[src/hdl/fba_pkg.sv]
// ----------------------------------------------------------------------------
// fba_pkg
// Shared constants, codes and types of the frame bitmap allocator.
// ----------------------------------------------------------------------------
package fba_pkg;

    // bitmap geometry
    localparam int MAX_FRAMES  = 32768;
    localparam int WORD_BITS   = 32;
    localparam int MAP_WORDS   = (MAX_FRAMES + WORD_BITS - 1) / WORD_BITS;
    localparam int WORD_AW     = $clog2(MAP_WORDS);
    localparam int BIT_AW      = $clog2(WORD_BITS);
    localparam int FRAME_W     = WORD_AW + BIT_AW;
    localparam int COUNT_W     = FRAME_W + 1;
    localparam int LEN_W       = 16;
    localparam int ADDR_W      = 27;
    localparam int FRAME_SHIFT = 12;
    localparam int MODE_W      = 3;

    // field widths of the stream beats
    localparam int IN_DATA_W   = 48;
    localparam int OUT_DATA_W  = 24;

    // register map
    localparam int REG_IDX_W   = 1;
    localparam int PADDR_W     = REG_IDX_W + 2;
    localparam logic [REG_IDX_W-1:0] REG_FRAME_COUNT = 1'b0;
    localparam logic [15:0] FRAME_COUNT_RESET = 16'd32768;

    // operation codes
    localparam logic [MODE_W-1:0] MODE_TEST  = 3'd0;
    localparam logic [MODE_W-1:0] MODE_SET   = 3'd1;
    localparam logic [MODE_W-1:0] MODE_CLEAR = 3'd2;
    localparam logic [MODE_W-1:0] MODE_FIND  = 3'd3;
    localparam logic [MODE_W-1:0] MODE_ALLOC = 3'd4;
    localparam logic [MODE_W-1:0] MODE_RUN   = 3'd5;

    typedef logic [WORD_BITS-1:0] word_t;

    // scan unit control from the sequencer
    typedef struct packed {
        logic clear;   // start of a search: drop the carried run
        logic ld;      // memory word valid: evaluate first half
        logic step;    // word done: carry the run into the next word
    } scan_ctl_t;

    // scan unit verdict for the current word
    typedef struct packed {
        logic               hit;
        logic [BIT_AW-1:0]  pos;
        logic [FRAME_W-1:0] start;
    } scan_res_t;

endpackage

[src/hdl/fba_scan.sv]
// ----------------------------------------------------------------------------
// fba_scan
// Free-run search over one bitmap word, carrying the free run across words.
// ----------------------------------------------------------------------------
module fba_scan
(
    input  logic                          clk,
    input  logic                          rst_n,
    input  fba_pkg::scan_ctl_t            ctl,
    input  fba_pkg::word_t                rd_word,
    input  logic [fba_pkg::WORD_AW-1:0]   word_idx,
    input  logic [fba_pkg::COUNT_W-1:0]   eff_count,
    input  logic [fba_pkg::LEN_W-1:0]     run_len,
    output fba_pkg::scan_res_t            res
);

    localparam int SH_W = fba_pkg::BIT_AW + 1;

    fba_pkg::word_t              limit;
    fba_pkg::word_t              used;
    fba_pkg::word_t              free_bits;
    fba_pkg::word_t              dbl [0:fba_pkg::BIT_AW];
    fba_pkg::word_t              acc;
    fba_pkg::word_t              win;
    fba_pkg::word_t              below;
    logic [SH_W-1:0]             off;
    logic [fba_pkg::BIT_AW-1:0]  hi_used;
    logic [SH_W-1:0]             lead;
    logic [fba_pkg::COUNT_W:0]   rem;

    fba_pkg::word_t              win_reg;
    fba_pkg::word_t              below_reg;
    logic [SH_W-1:0]             lead_reg;
    logic                        all_free_reg;
    logic [fba_pkg::LEN_W-1:0]   run_reg;
    logic [fba_pkg::LEN_W-1:0]   run_next;

    logic [fba_pkg::LEN_W:0]     need;
    fba_pkg::word_t              ge_mask;
    fba_pkg::word_t              cand;
    logic [fba_pkg::BIT_AW-1:0]  pos;
    logic [fba_pkg::LEN_W-1:0]   start_full;

    // first half: mask frames past the count, find in-word windows
    always_comb
    begin
        rem = {1'b0, eff_count} - {2'b00, word_idx, {fba_pkg::BIT_AW{1'b0}}};
        if (rem[fba_pkg::COUNT_W:fba_pkg::BIT_AW] != '0)
            limit = '0;
        else
            limit = {fba_pkg::WORD_BITS{1'b1}} << rem[fba_pkg::BIT_AW-1:0];
        used      = rd_word | limit;
        free_bits = ~used;

        // dbl[i] bit p: 2**i free frames ending at p, all inside the word
        dbl[0] = free_bits;
        for (int i = 1; i <= fba_pkg::BIT_AW; i++)
            dbl[i] = dbl[i-1] & (dbl[i-1] << (2 ** (i - 1)));

        // combine the powers of two that make up the run length
        acc = {fba_pkg::WORD_BITS{1'b1}};
        off = '0;
        for (int i = 0; i <= fba_pkg::BIT_AW; i++)
        begin
            if (run_len[i])
            begin
                acc = acc & (dbl[i] << off);
                off = off + SH_W'(2 ** i);
            end
        end
        if (run_len != '0 && run_len <= fba_pkg::LEN_W'(fba_pkg::WORD_BITS))
            win = acc;
        else
            win = '0;

        // free frames below the lowest used one
        below = (used & (~used + fba_pkg::word_t'(1))) - fba_pkg::word_t'(1);

        // highest used frame gives the free tail of the word
        hi_used = '0;
        for (int i = 0; i < fba_pkg::WORD_BITS; i++)
        begin
            if (used[i])
                hi_used = fba_pkg::BIT_AW'(i);
        end
        if (used == '0)
            lead = SH_W'(fba_pkg::WORD_BITS);
        else
            lead = SH_W'(fba_pkg::WORD_BITS - 1) - {1'b0, hi_used};
    end

    always_ff @(posedge clk)
    begin
        if (ctl.ld)
        begin
            win_reg      <= win;
            below_reg    <= below;
            lead_reg     <= lead;
            all_free_reg <= (used == '0);
        end
    end

    // second half: in-word windows and runs that start in earlier words
    always_comb
    begin
        need = {1'b0, run_len} - {1'b0, run_reg} - (fba_pkg::LEN_W+1)'(1);
        if (need[fba_pkg::LEN_W])
            ge_mask = {fba_pkg::WORD_BITS{1'b1}};
        else if (need[fba_pkg::LEN_W-1:fba_pkg::BIT_AW] != '0)
            ge_mask = '0;
        else
            ge_mask = {fba_pkg::WORD_BITS{1'b1}} << need[fba_pkg::BIT_AW-1:0];

        cand = win_reg | (below_reg & ge_mask);

        pos = '0;
        for (int i = fba_pkg::WORD_BITS - 1; i >= 0; i--)
        begin
            if (cand[i])
                pos = fba_pkg::BIT_AW'(i);
        end

        start_full = fba_pkg::LEN_W'({word_idx, pos}) + fba_pkg::LEN_W'(1) - run_len;

        res.hit   = (cand != '0);
        res.pos   = pos;
        res.start = start_full[fba_pkg::FRAME_W-1:0];
    end

    // carried free run
    always_comb
    begin
        run_next = run_reg;
        if (ctl.clear)
            run_next = '0;
        else if (ctl.step)
        begin
            if (all_free_reg)
                run_next = run_reg + fba_pkg::LEN_W'(fba_pkg::WORD_BITS);
            else
                run_next = fba_pkg::LEN_W'(lead_reg);
        end
    end

    always_ff @(posedge clk or negedge rst_n)
    begin
        if (!rst_n)
            run_reg <= '0;
        else
            run_reg <= run_next;
    end

endmodule

[config.mk]
export PLATFORM = sky130hd
export DESIGN_NAME = fba_scan
export DESIGN_NICKNAME = d
export VERILOG_FILES = /design/src/hdl/fba_pkg.sv /design/src/hdl/fba_scan.sv
export SDC_FILE = /design/constraint.sdc
export NUM_CORES = 1
export LEC_CHECK = 0
export ABC_AREA = 0
export ABC_CLOCK_PERIOD_IN_PS = 9100
export BUFFER_PORTS_ARGS = -buffer_cell sky130_fd_sc_hd__buf_4
export CAP_MARGIN = 20
export CORE_MARGIN = 2
export CORE_UTILIZATION = 35
export CTS_BUF_LIST = sky130_fd_sc_hd__clkbuf_8 sky130_fd_sc_hd__clkbuf_16
export CTS_CLUSTER_DIAMETER = 100
export DETAILED_ROUTE_END_ITERATION = 10
export HOLD_SLACK_MARGIN = 0.02
export PLACE_DENSITY = 0.59
export SLEW_MARGIN = 20
export SYNTH_ARGS = -nofsm -noshare
export SYNTH_HDL_FRONTEND = slang
export SYNTH_SLANG_ARGS = --single-unit
[constraint.sdc]
create_clock -name clk -period 9.1 [get_ports clk]
set_input_delay 1.82 -clock clk [delete_from_list [all_inputs] [get_ports clk]]
set_output_delay 1.82 -clock clk [all_outputs]
set_load 0.02 [all_outputs]
==> metrics.log <==
INFO  metric status = complete, but fails checks
INFO  metric violated_checks = setup timing
INFO  metric maxClockFrequency = 0.101 GHz
INFO  metric vdd_ir_drop_max = 0.0000678 V
INFO  metric vias_in_the_first_global_route = 11,905
INFO  metric critPathBufInv = 5
INFO  metric die_h = 181 um
INFO  metric antenna_cells_inserted = 0
INFO  metric wire_per_inst = 21.7 um
INFO  metric grt_setup_unrepaired = yes
INFO  metric path_common_cell = a21oi_2
INFO  metric buffer_ports.inserted = 99
INFO  metric floorplan.core_area = 30,800 sq um
INFO  metric power.internal = 894 uW
INFO  metric total_grt_overflow = 0
INFO  metric max_slew_margin = 32.4%
INFO  metric route.final.wire_length = 45,300 um
INFO  metric initialDrtViolationCount = 1,633
INFO  metric leakagePower = 0.00542 uW
INFO  metric postRouteAntennaNets = 0
INFO  metric min-delay-path-class = flip-flop to flip-flop
INFO  metric synth_flop_cell = edfxtp_1
INFO  metric worstSkewPairLatency = 0.35 ns
INFO  metric place.detailed.instances = 2,056
INFO  metric cp-endpoint = res[13]
INFO  metric mappedNetlistArea = 11,000 sq um
INFO  metric timing.critical_path.slowest_stage_cell = or4_4
INFO  metric max-clock-path-buffers = 2
INFO  metric power.density_cell_area = 103 nW/um^2
INFO  metric ff_to_ff_path_depth = 7
INFO  metric design.final.nets = 1,821
INFO  metric fin_worst_skew = 0.00631 ns
INFO  metric hpwl = 35,800 um
INFO  metric synth-async-reset-ratio = 18.4%
INFO  metric net-switching-power = 522 uW
INFO  metric cts_root_buffer = clkbuf_16
INFO  metric synthDominantCellAreaShare = 19.4%
INFO  metric criticalPathCategory = input port to primary output
INFO  metric finalWorstSetupSlack = -0.767 ns
INFO  metric worst-path-max-fanout = 4
INFO  metric timing.hold.ws = 0.514 ns
INFO  metric grt_start_max_net_pins = 72
INFO  metric yosys_warnings = 0
INFO  metric ios = 100
INFO  metric tritoncts = done
INFO  metric postSynthNetCount = 1,626
INFO  metric synth_cell_type_count = 96
INFO  metric synth_top_area_cell = edfxtp_1
INFO  metric post_synth_most_frequent_cells = 178 x nor2_1, 131 x a21oi_1, 125 x nand2_1, 105 x o21ai_0
INFO  metric critical_path.max_stage_delay = 0.55 ns
INFO  metric yosysMostFrequentCell = nor2_1
INFO  metric clock_sink_count = 87
INFO  metric cp-startpoint = run_len[0]
INFO  metric seq_area_frac_synth = 23.0%
INFO  metric totalPowerFinal = 1420 uW
INFO  metric number_of_enable_flip_flop_cells_after_synthesis = 71
INFO  metric crit_arrival = 8.05 ns
INFO  metric finalMaxSlewViolations = 0
INFO  metric tcrit_tclk_final = 108%
INFO  metric initial_utilization = 35.7%
INFO  metric synth.ff_latch_count = 87
INFO  metric via_count = 12,941
INFO  metric comb_power_share = 42.5%
INFO  metric maxCapViolations = 0
INFO  metric post_synth.cell_area_avg = 7.39 sq um
INFO  metric cpLargestDelayFamily = compound AO/OA/AOI/OAI gates
INFO  metric cp_data_required_time = 7.28 ns
INFO  metric regToRegEndpoint = run_reg[12]
INFO  metric area_growth_syn_to_layout = 25.0%
INFO  metric report.final.hold_viol_count = 0
INFO  metric drive_above_1_share = 22.5%
INFO  metric detail_route.vias_per_cell = 6.20
INFO  metric instances_no_fill = 2,087
INFO  metric pwr-share-clk = 24.7%
INFO  metric report.final.setup_viol = 8
INFO  metric start_kind = input port
INFO  metric cts_inserted_buffers = 9
INFO  metric timing_worst_slew_pin_value = 1.00 ns
INFO  metric synth_cells = 1,491
INFO  metric clkTransAtPathRegs = 0.06 ns
INFO  metric timing.hold.worst_path_depth = 2
INFO  metric remaining_drc_errors = 0
INFO  metric die_x = 181 um
INFO  metric number_of_levels_in_the_clock_h_tree = 3
INFO  metric finalCoreUtilization = 44.7%
INFO  metric detailedPlace.worstSlack = -0.791 ns
INFO  metric rows = 64
INFO  metric crit_path_end_kind = primary output
INFO  metric fp.dieArea = 32,900 sq um
INFO  metric timing.critical_path.depth = 35
INFO  metric detailed_routing_iteration_count_for_the_pre_antenna_repair_pass = 6
INFO  metric power.switching_fraction = 36.9%
INFO  metric critical_path.reg2reg.startpoint = run_reg[7]
INFO  metric routabilityCongestion = 1.00
INFO  metric power.sequential.fraction = 32.8%
INFO  metric reg2reg_setup_slack = 7.32 ns
INFO  metric grt_first_pass_wirelength = 69,700 um
INFO  metric finalCriticalPeriod = 9.87 ns
INFO  metric post_synth_main_area_contributors = edfxtp_1 19%, ha_1 6.1%, nor2_1 6.1%
INFO  metric grt.total_usage = 26.9%
INFO  metric antenna_found_initial = 0
[through the flow]
stage / area, sq um / setup TNS [ns]
after floorplan: 11100 / -0.208
after global placement: 13200 / -3.18
after detailed placement: 13200 / -3.83
after CTS: 13600 / -2.96
after global routing: 13800 / -6.67
final: 13800 / -3.58
[layer usage]
metal	vias up	share of wire, %	GRT usage [%]
met1	6043	44	38.6
met2	730	43	40.7
li1	6053	-	-
met5	-	0	0
met3	115	9.1	3.77
met4	0	4.1	10.4
[power groups by stage]
stage	sequential, uW	clock [uW]	combinational [uW]
2_1_floorplan	464	0	331
3_3_place_gp	472	0	562
3_5_place_dp	472	0	563
4_1_cts	464	359	579
5_1_grt	466	375	649
6_report	464	350	601
[worst reg2reg max path: cells and delay by family, from the launching register on]
family                 cells  cell delay [ns]
XOR/XNOR                   1             0.18
buffers and inverters      1             0.06
flip-flops                 1             0.37
AND/OR/NAND/NOR            5             1.06
[cell families (layout without fill, tap and decap cells)]
kind of cell / count (synthesis) / in the layout / synth area share, %
flip-flops: 87 / 87 / 23.0
XOR/XNOR: 37 / 37 / 2.94
adder cells (fa/ha/maj): 56 / 56 / 6.50
AND/OR/NAND/NOR: 601 / 601 / 26.8
AO/OA/AOI/OAI: 536 / 536 / 33.2
buffers and inverters: 154 / 354 / 5.51
multiplexers: 20 / 20 / 2.09
[worst min-delay path by stage]
stage,start,slack [ns],to
2_1_floorplan,lead_reg[2],0.46,run_reg[2]
3_3_place_gp,lead_reg[4],0.49,run_reg[4]
3_5_place_dp,lead_reg[4],0.51,run_reg[4]
4_1_cts,lead_reg[4],0.52,run_reg[4]
5_1_grt,lead_reg[5],0.56,run_reg[5]
6_report,lead_reg[5],0.51,run_reg[5]
[cells in the final DEF, fill, tap and decap left out, types with 9 or more instances in the layout]
cell type | Yosys | final
or3_1 | 9 | 9
a211oi_1 | 25 | 25
nand3_1 | 53 | 52
nor2_1 | 178 | 176
o21a_1 | 16 | 16
ha_1 | 54 | 50
o22ai_1 | 9 | 9
a221oi_1 | 11 | 10
o31ai_1 | 10 | 9
a21oi_2 | 0 | 12
nand2_1 | 125 | 125
a22oi_1 | 11 | 11
xnor2_1 | 31 | 25
o211ai_1 | 21 | 21
or2_2 | 15 | 14
a31oi_1 | 25 | 25
dfrtp_1 | 16 | 16
nand4_1 | 22 | 22
o21ai_0 | 105 | 93
a21oi_1 | 131 | 119
nor3_1 | 70 | 69
clkbuf_16 | 0 | 9
inv_1 | 71 | 71
buf_4 | 0 | 258
nand2b_1 | 17 | 17
o21ai_1 | 3 | 14
edfxtp_1 | 71 | 71
o21bai_1 | 14 | 12
nor4_1 | 28 | 28
a21o_1 | 38 | 38
and2_1 | 13 | 13
and3_1 | 17 | 17
mux2i_1 | 14 | 13
nor2b_1 | 12 | 12
a211o_1 | 12 | 12
[what timing repair did]
item                       in CTS  in global routing
pin swaps                      10                 32
hold endpoints to repair        0                  0
setup endpoints to repair       8                 10
resized for setup              30                 20
buffers inserted                9                  8
cloned                          1                  0
hold buffers                    0                  0
[layout make-up]
| class | instances | area (sq um) |
|---|---|---|
| clock buffers | 10 | 239 |
| clock inverters | 6 | 43.8 |
| fillers | 3132 | 17100 |
| inverters | 72 | 270 |
| multi-input cells | 1250 | 8160 |
| flip-flops and latches | 87 | 2530 |
| well taps | 396 | 495 |
| repair buffers | 266 | 2030 |
(Power assumes the default switching activity.)
